$ cat src/design/esc_dfs_pkg.sv
// Shared types and constants for the ESC digital frame serializer.
// Has no dependencies. The serializer top level imports it.
package esc_dfs_pkg;

  localparam int FRAME_BITS = 16;
  localparam int SLOTS_PER_BIT = 3;
  localparam int BIT_SLOTS = FRAME_BITS * SLOTS_PER_BIT;
  localparam int VALUE_W = 10;
  localparam int CSUM_W = 4;
  localparam int THROTTLE_W = 16;
  localparam int MOTOR_ID_W = 2;
  localparam int VISIBLE_LINES = 4;

  typedef logic [FRAME_BITS-1:0] frame_t;
  typedef logic [VALUE_W-1:0] value_t;

  typedef enum logic {
    REQ_SET  = 1'b0,
    REQ_TICK = 1'b1
  } req_t;

  // Position of a slot inside one frame bit.
  typedef logic [1:0] phase_t;
  localparam phase_t PH_HIGH = 2'd0;
  localparam phase_t PH_DATA = 2'd1;
  localparam phase_t PH_LOW  = 2'd2;

endpackage

$ cat src/design/esc_digital_frame_serializer_top.sv
// Top level of the ESC digital frame serializer: throttle scaling, frame build
// and the repeating per-line slot waveform. Depends on esc_dfs_pkg.
//
// The block takes one item per clock unless in_stall holds it: a set item
// scales a throttle into a new pending frame for one motor, a tick item
// produces one output slot for all lines. Items pass an input register and
// then a result register, and a stalled result register can hold a tick in
// the input register. One item per cycle holds, stalls apart, because the 16x10
// scaling multiplier and its divide-by-65535 correction are combinational. The
// input side keeps accepting while a result waits, and only a tick that cannot
// move into a full, stalled result register holds it. Pending frames become
// active at the first slot of each frame, and a frame is 48 bit slots followed
// by GAP_SLOTS low slots, looping forever.
module esc_digital_frame_serializer_top
  import esc_dfs_pkg::*;
#(
  parameter int NUM_MOTORS = 4,
  parameter int GAP_SLOTS  = 16
) (
  input  logic                  clk,
  input  logic                  rst_n,
  input  logic                  cfg_wr_en,
  input  logic [VALUE_W-1:0]    cfg_wr_data,
  input  logic                  in_valid,
  output logic                  in_stall,
  input  logic                  in_req_type,
  input  logic [MOTOR_ID_W-1:0] in_motor_id,
  input  logic [THROTTLE_W-1:0] in_throttle,
  output logic                  out_valid,
  input  logic                  out_stall,
  output logic [3:0]            out_line_levels,
  output logic                  out_frame_start
);

  localparam int TOTAL_SLOTS = BIT_SLOTS + GAP_SLOTS;
  localparam int SLOT_W = $clog2(TOTAL_SLOTS);
  localparam int PROD_W = THROTTLE_W + VALUE_W;
  localparam int REM_W = PROD_W + 2;

  // Configuration.
  value_t max_output_r;

  // Input register.
  logic                  s1_valid_r;
  logic                  s1_req_r;
  logic [MOTOR_ID_W-1:0] s1_id_r;
  logic [THROTTLE_W-1:0] s1_thr_r;

  // Frame store.
  frame_t pending_r [NUM_MOTORS];
  frame_t active_r  [NUM_MOTORS];

  // Slot position.
  logic [SLOT_W-1:0] slot_r, slot_nxt;
  phase_t            phase_r, phase_nxt;
  logic [3:0]        bit_r, bit_nxt;

  // Result register.
  logic       out_valid_r, out_valid_nxt;
  logic [3:0] levels_r;
  logic       start_r;

  logic in_accept;
  logic s1_is_tick;
  logic s1_go;
  logic tick_fire;
  logic set_fire;

  assign s1_is_tick = (s1_req_r == REQ_TICK);
  assign s1_go      = !(s1_is_tick && out_valid_r && out_stall);
  assign in_stall   = s1_valid_r && !s1_go;
  assign in_accept  = in_valid && !in_stall;
  assign tick_fire  = s1_valid_r && s1_is_tick && s1_go;
  assign set_fire   = s1_valid_r && !s1_is_tick;

  // Scaling: value = floor(throttle * max_output / 65535). The estimate
  // (p + p/65536) / 65536 is never high and at most one low, so one compare
  // against the remainder finishes the quotient.
  logic [PROD_W-1:0]   prod;
  logic [PROD_W:0]     est_sum;
  logic [VALUE_W:0]    quot_est;
  logic [REM_W-1:0]    rem;
  logic [VALUE_W:0]    quot;
  value_t              value;
  logic [CSUM_W-1:0]   csum;
  frame_t              new_frame;

  assign prod     = PROD_W'(s1_thr_r) * PROD_W'(max_output_r);
  assign est_sum  = (PROD_W+1)'(prod) + (PROD_W+1)'(prod[PROD_W-1:THROTTLE_W]);
  assign quot_est = est_sum[PROD_W:THROTTLE_W];
  assign rem      = REM_W'(prod) - (REM_W'(quot_est) << THROTTLE_W) + REM_W'(quot_est);
  assign quot     = (rem >= REM_W'(65535)) ? quot_est + (VALUE_W+1)'(1) : quot_est;
  assign value    = quot[VALUE_W-1:0];
  assign csum     = value[9:6] ^ value[5:2] ^ {value[1:0], 2'b00};
  assign new_frame = {value, 2'b00, csum};

  // Slot counters: the bit and phase counters stand in for slot / 3 and slot % 3.
  logic frame_start;
  logic in_bits;

  assign frame_start = (slot_r == '0);
  assign in_bits     = (slot_r < SLOT_W'(BIT_SLOTS));

  always_comb begin
    slot_nxt  = slot_r;
    phase_nxt = phase_r;
    bit_nxt   = bit_r;
    if (tick_fire) begin
      if (slot_r == SLOT_W'(TOTAL_SLOTS - 1)) begin
        slot_nxt  = '0;
        phase_nxt = PH_HIGH;
        bit_nxt   = '0;
      end else begin
        slot_nxt = slot_r + SLOT_W'(1);
        if (phase_r == PH_LOW) begin
          phase_nxt = PH_HIGH;
          bit_nxt   = bit_r + 4'd1;
        end else begin
          phase_nxt = phase_r + 2'd1;
        end
      end
    end
  end

  // Line levels; the first slot of a frame is always a high phase, so reading
  // the active frame before it is refreshed gives the same levels.
  logic [3:0] levels;
  logic [3:0] bit_sel;

  assign bit_sel = 4'(FRAME_BITS - 1) - bit_r;

  genvar g;
  for (g = 0; g < VISIBLE_LINES; g++) begin : g_line
    if (g < NUM_MOTORS) begin : g_on
      always_comb begin
        levels[g] = 1'b0;
        if (in_bits) begin
          case (phase_r)
            PH_HIGH: levels[g] = 1'b1;
            PH_DATA: levels[g] = active_r[g][bit_sel];
            default: levels[g] = 1'b0;
          endcase
        end
      end
    end else begin : g_off
      assign levels[g] = 1'b0;
    end
  end

  always_comb begin
    out_valid_nxt = out_valid_r;
    if (tick_fire) begin
      out_valid_nxt = 1'b1;
    end else if (!out_stall) begin
      out_valid_nxt = 1'b0;
    end
  end

  always_ff @(posedge clk) begin
    if (!rst_n) begin
      max_output_r <= '1;
      s1_valid_r   <= 1'b0;
      out_valid_r  <= 1'b0;
      slot_r       <= '0;
      phase_r      <= PH_HIGH;
      bit_r        <= '0;
      for (int m = 0; m < NUM_MOTORS; m++) begin
        pending_r[m] <= '0;
        active_r[m]  <= '0;
      end
    end else begin
      if (cfg_wr_en) begin
        max_output_r <= cfg_wr_data;
      end
      if (in_accept) begin
        s1_valid_r <= 1'b1;
      end else if (s1_go) begin
        s1_valid_r <= 1'b0;
      end
      out_valid_r <= out_valid_nxt;
      slot_r      <= slot_nxt;
      phase_r     <= phase_nxt;
      bit_r       <= bit_nxt;
      // A set for a motor beyond the configured count is dropped.
      for (int m = 0; m < NUM_MOTORS; m++) begin
        if (set_fire && ({1'b0, s1_id_r} == 3'(m))) begin
          pending_r[m] <= new_frame;
        end
        if (tick_fire && frame_start) begin
          active_r[m] <= pending_r[m];
        end
      end
    end
  end

  always_ff @(posedge clk) begin
    if (in_accept) begin
      s1_req_r <= in_req_type;
      s1_id_r  <= in_motor_id;
      s1_thr_r <= in_throttle;
    end
    if (tick_fire) begin
      levels_r <= levels;
      start_r  <= frame_start;
    end
  end

  assign out_valid       = out_valid_r;
  assign out_line_levels = levels_r;
  assign out_frame_start = start_r;

endmodule
$ cat config.mk
export PLATFORM = sky130hd
export DESIGN_NAME = esc_digital_frame_serializer_top
export DESIGN_NICKNAME = d
export VERILOG_FILES = /design/src/design/esc_dfs_pkg.sv /design/src/design/esc_digital_frame_serializer_top.sv
export SDC_FILE = /design/constraint.sdc
export NUM_CORES = 1
export LEC_CHECK = 0
export BUFFER_PORTS_ARGS = -buffer_cell sky130_fd_sc_hd__buf_4
export CAP_MARGIN = 20
export CORE_ASPECT_RATIO = 0.75
export CORE_MARGIN = 3
export CORE_UTILIZATION = 45
export CTS_BUF_LIST = sky130_fd_sc_hd__clkbuf_16
export DETAILED_ROUTE_END_ITERATION = 10
export PLACE_DENSITY = 0.57
export SYNTH_ARGS = -nofsm -noshare
export SYNTH_HDL_FRONTEND = slang
export SYNTH_SLANG_ARGS = --single-unit
$ cat constraint.sdc
create_clock -name clk -period 14.2 [get_ports clk]
set_clock_uncertainty 0.15 [all_clocks]
set_input_delay 1.42 -clock clk [delete_from_list [all_inputs] [get_ports clk]]
set_output_delay 1.42 -clock clk [all_outputs]
set_load 0.02 [all_outputs]
# After elaboration in Yosys (flattened, before gate mapping)
# Memories as Yosys holds them, arrays and structs flattened.
# Cells that the tools add are included.
# word_totals
output_inout_bits	7
reg_bits	48
memories	2
in_bits	34
ramBits	120
wordCells	109
# classes
n_addsub	8
n_mul	1
bitwise_logic	10
eq_ne	8
n_lt_le_gt_ge	3
n_mux	46
reduce_logical	20
# memory_table
name	depth	width	read_ports	rd_clocked_by_memory_dff	wr	line	text
active_r	4	16	4	0	4	esc_digital_frame_serializer_top.sv:51	frame_t active_r [NUM_MOTORS];
pending_r	4	14	4	0	4	esc_digital_frame_serializer_top.sv:50	frame_t pending_r [NUM_MOTORS];
# ops
operator	n
2-to-1 mux 16 bit	4
2-to-1 mux 14 bit	4
adder 28 x 11 -> 28 bit	1
greater-or-equal comparator 28 x 16 -> 1 bit (second input constant)	1
subtractor 26 x 27 -> 28 bit	1
adder 26 x 10 -> 27 bit	1
multiplier 16 x 10 -> 26 bit	1
2-to-1 mux 1 bit	24
binary-select mux 1 bit (select 4 bit)	4
logical AND 1 bit	12
adder 10 x 1 -> 10 bit (second input constant)	1
2-to-1 mux 10 bit	1
2-to-1 mux 4 bit	2
bitwise OR 1 bit	8
one-hot mux 1 bit (2 select lines)	4
XOR 4 bit	2
adder 6 x 1 -> 6 bit (second input constant)	1
== test 2 bit (second input constant)	3
== test 6 bit (second input constant)	1
zero test 6 bit	1
< comparator 6 bit (second input constant)	1
2-to-1 mux 6 bit	1
< comparator 4 x 5 -> 1 bit (second input constant)	1
adder 4 x 1 -> 4 bit (second input constant)	1
other kinds (10)	15

# Logic depth before layout (Yosys ltp)
# Gate-level depths: netlist of the first run.
# depth
ltp_word	9
mapped_depth	49
mapped_depth_nobuf	45

# Least setup slack after synthesis of the first run
# Ideal clock, no wire load.
# synth_path
kind	register -> register
start	register max_output_r[3]
end	memory pending_r[0][9] (netlist name) (data pin)
path_slack_ns	2.453
setup_ns	0.265
period_less_slack_ns	11.747
path_stages_with_launch	48
path_buffers	4
arrival_time_ns	11.332
required_ns	13.785
path_cell_list	dfxtp_1 clkbuf_1 clkbuf_1 nand2_1 fa_1 inv_1 fa_1 inv_1 fa_1 inv_1 fa_1 inv_1 fa_1 inv_1 ha_1 and3_1 and3_1 o21a_1 (+12 left out) ha_1 clkbuf_1 inv_1 ha_1 inv_1 ha_1 and4_1 o21a_1 a21oi_1 nor3_1 or4_1 a211o_1 nor4b_1 nand4_1 clkbuf_1 nor3b_1 xnor2_1 nor2_1
# synth_rtl
element	line	text
start, declared	esc_digital_frame_serializer_top.sv:41	value_t max_output_r;
start signal, assigned	esc_digital_frame_serializer_top.sv:173	max_output_r <= cfg_wr_data;
end, declared	esc_digital_frame_serializer_top.sv:50	

==> summary.md, run 1 <==
| Metric | Value |
|---|---|
| Root buffer cell | `clkbuf_16` |
| CTS clk-pin slew, worst paths | `about 0.080 ns` |
| Number of global-route vias before repair | `roughly 11000` |
| Finished Cell Area | `16160 um^2` |
| # H-tree levels | `4` |
| Final Hold Fails | `0` |
| RePlAce Congestion | `0.9203` |
| Distinct cells, synth | `85` |
| Largest net degree at the start of global routing | `57` |
| Post-layout util | `0.5070` |
| Clock sinks | `160` |
| Final nets | `1809` |
| Area post-placement | `15570 um^2` |
| Skew-Pair Late Insertion Delay | `approximately 0.43 ns` |
| Max stage delay cell, worst path | `dfxtp_1` |
| Post-synth EDFFs | `around 140` |
| Critical Path RT | `14.20 ns` |
| Ant. Diodes | `0` |
| Syn nets | `1804` |
| Vias per inst | `between 5 and 6` |
| Worst path bufs/invs | `10` |
| Grt total ovfl | `0` |
| Routed length per instance | `19.33 um` |
| Initial antenna violation count | `0` |
| Crit-path leading delay family | `adder cells` |
| Core area | `31880 um^2` |
| Final period util | `0.9374` |
| Top cell by count, worst path | `inv_1` |
| Fin. max-slew vios | `0` |
| Slew headroom | `0.4100` |
| Area delta synth->final | `8.636%` |
| Mapped Cells | `1537` |
| Avg Synthesized Cell Area | `9.681 um^2` |
| Iter 0 DRT Violations | `1089` |
| Starting Density | `0.4667` |
| Clock buffer count from CTS | `17` |
| Post-CTS Resized | `0` |
| # hold bufs at CTS | `0` |
| CTS tree | `yes` |
| Final TNS setup | `0 ns` |
| Deepest clock path buffer count | `2` |
| Max-cap viol count | `0` |
| Ys Warns | `0` |
| Rows | `between 50 and 60` |
| Via count | `10980` |
| Die extent in y | `roughly 160 um` |
| Crit. End Element | `flop` |
| Hold WC Path Type | `flop to flop` |
| Outcome | `complete, no violations` |
| CP arrival | `13.31 ns` |
| Startpoint types | `flop` |
| Post-CTS setup buffer count | `0` |
| Sequential share of the synthesized area | `0.3068` |
| Port buffer count | `40` |
| CP peak stage delay | `0.77 ns` |
| DRT Pass-1 Iters | `5` |
| Die Area | `35310 um^2` |
| GRT Resource Usage Total | `0.2259` |
| Synth Register Bits | `160` |
| Layout cells sized above 1 | `0.08489` |
| DRC Markers | `0` |
| WL final | `roughly 38000 um` |
| Main synth FF type | `edfxtp_1` |
| Setup Viol. Count Final | `0` |
| Top Ports | `41` |
| RSZ-0062 raised after global routing | `false` |
| Asr flop ratio synth | `0` |
| First-pass GRT wire length | `61820 um` |
| Die width | `216.0 um` |
| Minimum clock period after layout | `approximately 13 ns` |
| Setup CP Type | `flop to flop` |
| Number of fill cells | `2975` |
| Slew @ Worst Pin | `0.8838 ns` |
| CP max FO | `17` |
| Dpl hpwl | `30600 um` |
| Max Clock Freq | `between 70 and 80 MHz` |
| Post-Syn Area | `14880 um^2` |
| Final ANT Viol Nets | `0` |
-- placed cells by master (no fill, tap or decap), drive strengths merged, types with 16 or more instances in the layout --
master / count
nand2: 150
and2: 139
buf: 51
ha: 123
nor2: 99
inv: 210
edfxtp: 136
xnor2: 29
a21oi: 67
fa: 110
clkbuf: 17
a21o: 27
nor3: 16
dfxtp: 24
mux2i: 19
or3: 20
o21ai: 47
xor2: 18
-- metal layers --
metal | vias up | GRT usage | wire (um)
li1 | 5294 | - | -
met1 | 5296 | 0.3707 | 20390
met2 | 367 | 0.3009 | 14580
met3 | 27 | 0.05263 | 3128
met4 | 0 | 0.03609 | 374
met5 | - | 0 | 0
-- through the flow --
stage	hold WS [ns]	setup slack, ns	instances
after global placement	0.3316	0.9006	1957
after detailed placement	0.3437	0.6638	1957
after floorplan	0.3164	2.453	1537
final	0.3506	0.8887	1990
after global routing	0.3754	0.007361	1990
after CTS	0.3539	0.6791	1989
-- cells by family after synthesis --
group	after synthesis	share of synthesized area
buf+inv	267	0.06845
simple gates	527	0.1834
flops	160	0.3068
compound gates	265	0.1254
mux	36	0.03473
fa+ha+maj	234	0.2521
xor+xnor	48	0.02918
-- synthesized netlist by cell type, drive strengths merged, types with 10 or more instances --
| cell | number | share of area |
|---|---|---|
| nand2 | 150 | 0.038 |
| ha | 123 | 0.10 |
| o21a | 12 | 0.0066 |
| or3 | 20 | 0.0086 |
| nand2b | 10 | 0.0042 |
| nor4 | 12 | 0.0050 |
| xnor2 | 29 | 0.017 |
| nand4 | 13 | 0.0055 |
| a211oi | 13 | 0.0069 |
| nand3 | 11 | 0.0037 |
| o211ai | 12 | 0.0067 |
| nor3 | 16 | 0.0057 |
| edfxtp | 136 | 0.27 |
| mux4 | 12 | 0.018 |
| o21ai | 47 | 0.016 |
| a21o | 27 | 0.014 |
| a21oi | 67 | 0.023 |
| inv | 201 | 0.051 |
| clkbuf | 53 | 0.013 |
| nor2 | 99 | 0.025 |
| mux2i | 19 | 0.013 |
| buf | 12 | 0.0041 |
| dfxtp | 24 | 0.032 |
| and2 | 139 | 0.058 |
| and3 | 11 | 0.0046 |
| xor2 | 18 | 0.011 |
| fa | 110 | 0.15 |
-- sequential cells by signal, indices dropped and copies added, names as in the netlist --
register         count
s1_thr_r            16
slot_r               6
s1_id_r              2
out_valid            1
out_line_levels      4
phase_r              2
s1_valid_r           1
active_r            56
pending_r           56
s1_is_tick           1
max_output_r        10
out_frame_start      1
bit_r                4
-- worst reg2reg max path, delay by kind of cell (launching register included) --
family | cells | cell delay (ns)
AND/OR/NAND/NOR | 10 | 2.37
AO/OA/AOI/OAI | 13 | 3.57
adder cells (fa/ha/maj) | 11 | 4.81
XOR/XNOR | 1 | 0.53
buffers and inverters | 10 | 0.85
flip-flops | 1 | 0.77
-- path summary, 6_finish.rpt --
path                                      start               end  slack [ns]  depth (start not counted)
worst min register to register        slot_r[1]         slot_r[1]        0.35                          2
worst max register to register  max_output_r[2]  pending_r[0][12]        0.89                         45
worst max-delay path            max_output_r[2]  pending_r[0][12]        0.89                         45
worst min-delay path                  slot_r[1]         slot_r[1]        0.35                          2
-- layout make-up --
| class | instances | area [um^2] | area share |
|---|---|---|---|
| Clock inverter | 15 | 122.6 | 0.007586 |
| Multi-Input combinational cell | 1110 | 9358 | 0.5789 |
| Inverter | 202 | 758.2 | 0.04691 |
| Timing Repair Buffer | 51 | 390.4 | 0.02415 |
| Sequential cell | 160 | 4566 | 0.2825 |
| Tap cell | 435 | 544.3 | 0.03367 |
| Clock buffer | 17 | 425.4 | 0.02632 |
Power of run 1 is not shown: default switching activity piles up to over one toggle a cycle in this logic, so the estimate is an artifact.
==> run 2, diff against run 1 <==
Settings changed: ABC_AREA from default to 1.
==> summary.md, run 2 <==
| Metric | Value |
|---|---|
| Number of global-route vias before repair | `11980 (+10%)` |
| Deepest clock path buffer count | `2 (unchanged)` |
| Grt total ovfl | `0 (unchanged)` |
| Mapped Cells | `1977 (+29%)` |
| RSZ-0062 raised after global routing | `false` |
| Global routing met2 resource utilization | `0.3610 (+0.06010)` |
| Reg2reg path depth | `58 (+29%)` |
| XOR/XNOR share of the synthesized area | `0.02222 (-0.006961)` |
| Core area | `32810 um^2 (+2.9%)` |
| DRC Markers | `0 (unchanged)` |
| Simple-gate share of the synthesized area | `0.2446 (+0.06117)` |
| Port buffer count | `40 (unchanged)` |
| Vias per inst | `4.987 (-9.6%)` |
| Most common cell after layout, fill and taps aside | `nand2_1` |
| Area of the multi-input gates | `8727 um^2 (-6.7%)` |
| Max-cap viol count | `0 (unchanged)` |
| Post-CTS setup buffer count | `0 (unchanged)` |
| Root buffer cell | `clkbuf_16` |
| Hold path depth | `2 (unchanged)` |
| FF-to-FF Start | `max_output_r[3]` |
| CTS clk-pin slew, worst paths | `0.08 ns (about the same)` |
| Top-area cell type share of the netlist area | `0.2686 (-0.005872)` |
| Slew @ Worst Pin | `1.006 ns (+0.1225 ns)` |
| Post-CTS Resized | `0 (unchanged)` |
| Starting Density | `0.4635 (-0.003256)` |
| Minimum clock period after layout | `11.78 ns (-1.535 ns)` |
| Avg Synthesized Cell Area | `7.691 um^2 (-21%)` |
| Area delta synth->final | `8.155%` |
| Most frequent cells in the layout | `nand2_1, inv_1, nor2_1` |
| Rows | `57 (+1.8%)` |
| Largest family of logic cells by synthesized area | `adder cells` |
| CTS tree | `yes` |
| Crit. End Element | `flop` |
| WHS Endpoint | `phase_r[1]` |
| Worst r2r dst | `pending_r[0][0]` |
| Main synth FF type | `edfxtp_1` |
| Adder-cell share of the synthesized area | `0.2461 (-0.006052)` |
| Final ANT Viol Nets | `0 (unchanged)` |
| Iter 0 DRT Violations | `1005 (-7.7%)` |
| Initial antenna violation count | `0 (unchanged)` |
| R2R Setup Slk | `2.42 ns (+1.54 ns)` |
| RePlAce Congestion | `0.9607 (+4.4%)` |
| Mux cell area share after synthesis | `0 (-0.03473)` |
| First-pass GRT wire length | `66630 um (+7.8%)` |
| Setup Viol. Count Final | `0 (unchanged)` |
| Die extent in y | `165.2 um (+1.0%)` |
| # hold bufs at CTS | `0 (unchanged)` |
| Setup CP Type | `flop to flop` |
| WL final | `40750 um (+5.9%)` |
| Busiest grt layer | `met2` |
| Sequential Area | `4564 um^2 (about the same)` |
| Slew headroom | `0.3266 (-0.08334)` |
| Skew-Pair Late Insertion Delay | `0.45 ns (+0.02 ns)` |
| Final Hold Fails | `0 (unchanged)` |
| Die width | `218.3 um (+1.1%)` |
| Critical Path RT | `14.23 ns (+0.03 ns)` |
| Post-Syn Area | `15200 um^2 (+2.2%)` |
| Sequential share of the synthesized area | `0.3002 (-0.006563)` |
| Largest cells by area after synthesis | `edfxtp_1, fa_1, nand2_1` |
| Asr flop ratio synth | `0 (unchanged)` |
| Largest net degree at the start of global routing | `57 (unchanged)` |
| Largest regs | `active_r x56, pending_r x56, s1_thr_r x16` |
| Clock buffer count from CTS | `17 (unchanged)` |
| Layout cells sized above 1 | `0.06770 (-0.01718)` |
| Post-synth EDFFs | `136 (unchanged)` |
| Die Area | `36050 um^2 (+2.1%)` |
| DRT Pass-1 Iters | `5 (unchanged)` |
| Hold WC Path Type | `flop to flop` |
| Synth Register Bits | `160 (unchanged)` |
| Startpoint types | `flop` |
| CP arrival | `11.81 ns (-1.50 ns)` |
| # H-tree levels | `4 (unchanged)` |
| Most instantiated cells after synthesis | `nand2_1, inv_1, nor2_1, edfxtp_1, ha_1` |
| Dpl hpwl | `32150 um (+5.1%)` |
| Via count | `12150 (+11%)` |
| Routed length per instance | `16.73 um (-13%)` |
| Hold Crit Start | `phase_r[1]` |
| CP max FO | `17 (unchanged)` |
| Fin. max-slew vios | `0 (unchanged)` |
| Ant. Diodes | `0 (unchanged)` |
| CP peak stage delay | `0.84 ns (+0.07 ns)` |
| Final period util | `0.8293 (-0.1081)` |
| Distinct cells, synth | `50 (-41%)` |
| Top cell by count, worst path | `nand2_1` |
| Syn nets | `2244 (+24%)` |
| Top Ports | `41 (unchanged)` |
| GRT Resource Usage Total | `0.2393 (+0.01337)` |
| Synth area leader | `edfxtp_1` |
| Final TNS setup | `0 ns (unchanged)` |
| Cell with the most instances after synthesis | `nand2_1` |
| Number of fill cells | `3235 (+8.7%)` |
| Final nets | `2248 (+24%)` |
| Compound-Gate Fraction of Synth Area | `0.06048 (-0.06489)` |
| Outcome | `complete, no violations` |
| Clock sinks | `160 (unchanged)` |
| Ys Warns | `0 (unchanged)` |
| Max stage delay cell, worst path | `dfxtp_1` |
| Global-route met3 utilization | `0.04097 (-0.01166)` |
| M1 GR Usage | `0.3605 (-0.01018)` |
| Max Clock Freq | `84.92 MHz (+13%)` |
[run 2: worst max-delay path by stage]
stage                          startpoint  slack [ns]               to
after detailed placement  max_output_r[3]        2.57  pending_r[0][0]
after floorplan           max_output_r[3]        4.66  pending_r[1][0]
after global routing      max_output_r[3]        1.56  pending_r[0][0]
after global placement    max_output_r[3]        2.54  pending_r[0][0]
final                     max_output_r[3]        2.42  pending_r[0][0]
after CTS                 max_output_r[3]        2.50  pending_r[0][0]
[run 2: cells by family (layout without fill, tap and decap cells)]
family,Yosys count,after routing
and+or+nand+nor,878,878
AOI/OAI and AO/OA,158,158
adders and majority gates,233,233
buffers and inverters,512,529
xor gates and xnor gates,36,36
DFF,160,160
[run 2: per-layer routing]
layer | share of wire | vias up
li1 | - | 6090
met1 | 0.52 | 5726
met2 | 0.42 | 303
met3 | 0.053 | 30
met4 | 0.014 | 0
met5 | 0 | -
[run 2: stage by stage]
| stage | std cells | cell area [um^2] | util | worst slack, ns | hold slack, ns |
|---|---|---|---|---|---|
| after CTS | 2436 | 16440 | 0.5013 | 2.500 | 0.3405 |
| after global routing | 2436 | 16440 | 0.5013 | 1.563 | 0.3538 |
| after global placement | 2404 | 15880 | 0.4840 | 2.544 | 0.3323 |
| final | 2436 | 16440 | 0.5013 | 2.424 | 0.3498 |
| after floorplan | 1977 | 15200 | - | 4.663 | 0.3088 |
| after detailed placement | 2404 | 15880 | 0.4840 | 2.574 | 0.3305 |
[run 2: final cells by class]
cell class              instances  share of cell area
multi-input cells            1305              0.5307
well taps                     442             0.03363
clock buffers                  17             0.02587
inverters                     452              0.1032
flip-flops and latches        160              0.2776
repair buffers                 45             0.02054
clock inverters                15            0.008522
[run 2: worst max-delay path: cells and delay by family (launching register included)]
family / cells / cell delay [ns]
AOI/OAI and AO/OA: 2 / 0.25
xor gates and xnor gates: 2 / 0.70
adders and majority gates: 10 / 4.24
buffers and inverters: 11 / 0.97
DFF: 1 / 0.84
and+or+nand+nor: 33 / 4.37
Power of run 2 is left out for the same reason.
==> run 3, diff against run 2 <==
Clock period 14.2 ns to 11.3 ns, I/O delays scaled along.
==> summary.md, run 3 (synthesis gave the netlist of run 2 again) <==
| Metric | Value |
|---|---|
| Rows | `57 (unchanged)` |
| Worst path bufs/invs | `12 (+1)` |
| CTS clk-pin slew, worst paths | `0.07 ns (about the same)` |
| Post-layout util | `0.5148 (+0.01350)` |
| Slew @ Worst Pin | `0.9986 ns (-0.007680 ns)` |
| Dpl hpwl | `32450 um (+0.91%)` |
| Placed Cells | `2420 (+0.67%)` |
| # hold bufs at CTS | `0 (unchanged)` |
| Clock sinks | `160 (unchanged)` |
| Grt total ovfl | `0 (unchanged)` |
| Clock buffer count from CTS | `17 (unchanged)` |
| Outcome | `complete, no violations` |
| Final Hold Fails | `0 (unchanged)` |
| FF-to-FF Start | `s1_thr_r[5]` |
| Most common cell after layout, fill and taps aside | `nand2_1` |
| DRT Pass-1 Iters | `6 (+1)` |
| DRC Markers | `0 (unchanged)` |
| Worst r2r dst | `pending_r[3][0]` |
| Area post-placement | `16000 um^2 (+0.76%)` |
| Deepest clock path buffer count | `2 (unchanged)` |
| Vias per inst | `5.037 (+1.0%)` |
| Finished Layout Cells | `2472 (+1.5%)` |
| First-pass GRT wire length | `66380 um (-0.38%)` |
| Iter 0 DRT Violations | `945 (-6.0%)` |
| Port buffer count | `40 (unchanged)` |
| Setup Viol. Count Final | `0 (unchanged)` |
| Final ANT Viol Nets | `0 (unchanged)` |
| Setup CP Type | `flop to flop` |
| Core area | `32810 um^2 (unchanged)` |
| Minimum clock period after layout | `10.59 ns (-1.189 ns)` |
| Max stage delay cell, worst path | `edfxtp_1` |
| CP arrival | `10.59 ns (-1.22 ns)` |
| Reg2reg path depth | `58 (unchanged)` |
| Critical Path RT | `11.31 ns (-2.92 ns)` |
| Die width | `218.3 um (unchanged)` |
| Hold WC Path Type | `flop to flop` |
| Initial antenna violation count | `0 (unchanged)` |
| Finished Cell Area | `16890 um^2 (+2.7%)` |
| Skew-Pair Late Insertion Delay | `0.44 ns (about the same)` |
| Largest regs | `active_r x56, pending_r x56, s1_thr_r x16` |
| RePlAce Congestion | `0.9500 (-1.1%)` |
| Final nets | `2284 (+1.6%)` |
| Layout cells sized above 1 | `0.09901 (+0.03131)` |
| Top Ports | `41 (unchanged)` |
| Most frequent cells in the layout | `nand2_1, inv_1, nor2_1` |
| Starting Density | `0.4635 (unchanged)` |
| WL final | `41130 um (+0.91%)` |
| Crit-path leading delay family | `adder cells` |
| Die extent in y | `165.2 um (unchanged)` |
| Top cell by count, worst path | `nand2_1` |
| Hold Crit Start | `slot_r[5]` |
| Largest net degree at the start of global routing | `57 (unchanged)` |
| CTS tree | `yes` |
| CP peak stage delay | `0.56 ns (-0.28 ns)` |
| # H-tree levels | `4 (unchanged)` |
| Via count | `12450 (+2.5%)` |
| Fin. max-slew vios | `0 (unchanged)` |
| Max Clock Freq | `94.45 MHz (+11%)` |
| Area delta synth->final | `11.07%` |
| Startpoint types | `flop` |
| Die Area | `36050 um^2 (unchanged)` |
| WHS | `0.3504 ns (+0.0005670 ns)` |
| Max-cap viol count | `0 (unchanged)` |
| R2R Setup Slk | `0.71 ns (-1.71 ns)` |
| Root buffer cell | `clkbuf_16` |
| Routed length per instance | `16.64 um (-0.56%)` |
| WHS Endpoint | `slot_r[5]` |
| Ant. Diodes | `0 (unchanged)` |
| Number of global-route vias before repair | `12110 (+1.1%)` |
| GRT Resource Usage Total | `0.2385 (-0.0008142)` |
| Crit. End Element | `flop` |
| Number of fill cells | `3287 (+1.6%)` |
| Hold path depth | `2 (unchanged)` |
| Slew headroom | `0.3318 (+0.005140)` |
| Critical path depth in cells | `58 (unchanged)` |
| Final period util | `0.9369 (+0.1076)` |
| CP max FO | `8 (-9)` |
## run 3: cell types whose count changed in the layout (fill, tap and decap cells not counted), sizes merged
cell	change
buf	+36
bufinv	+2
clkinv	+1
clkinvlp	-2
inv	-1
## run 3: cell type report
type | instances | area (um^2) | area share
Sequential cell | 160 | 4574 | 0.2709
Inverter | 452 | 1697 | 0.1005
Timing Repair Buffer | 81 | 620.6 | 0.03675
Clock inverter | 15 | 190.2 | 0.01126
Clock buffer | 17 | 425.4 | 0.02519
Tap cell | 442 | 553.0 | 0.03275
Multi-Input combinational cell | 1305 | 8827 | 0.5227
## run 3: layer usage
layer / vias to the layer above / track usage / wire length [um]
met3: 44 / 0.04024 / 2585
met1: 5875 / 0.3640 / 21060
li1: 6168 / - / -
met5: - / 0 / 0
met4: 0 / 0.05304 / 642
met2: 365 / 0.3540 / 16840
## run 3: per-stage QoR
| step | setup TNS (ns) | worst slack, ns |
|---|---|---|
| detailed placement | 0 | 0.03025 |
| global placement | 0 | 0.003301 |
| floorplan | 0 | 1.763 |
| finish | 0 | 0.7127 |
| global route | -0.04850 | -0.01586 |
| CTS | 0 | 0.01252 |
## run 3: worst max-delay path by stage
stage	start	slack, ns	to
after global placement	max_output_r[3]	0.003	pending_r[0][0]
after CTS	max_output_r[9]	0.01	pending_r[3][0]
final	s1_thr_r[5]	0.71	pending_r[3][0]
after global routing	s1_thr_r[5]	-0.02	pending_r[3][0]
after detailed placement	max_output_r[3]	0.03	pending_r[0][0]
after floorplan	max_output_r[3]	1.76	pending_r[1][0]
## run 3: worst min-delay path, cell delays in order (launching register included)
cell and delay (ns):
dfxtp_1 0.33, inv_1 0.05, a221oi_1 0.06
## run 3: timing repair
| item | CTS | global route |
|---|---|---|
| setup buffers | 0 | 20 |
| endpoints found under the setup margin | 3 | 56 |
| pin swaps | 0 | 6 |
| gates resized for setup | 1 | 37 |
Power of run 3 is left out for the same reason.
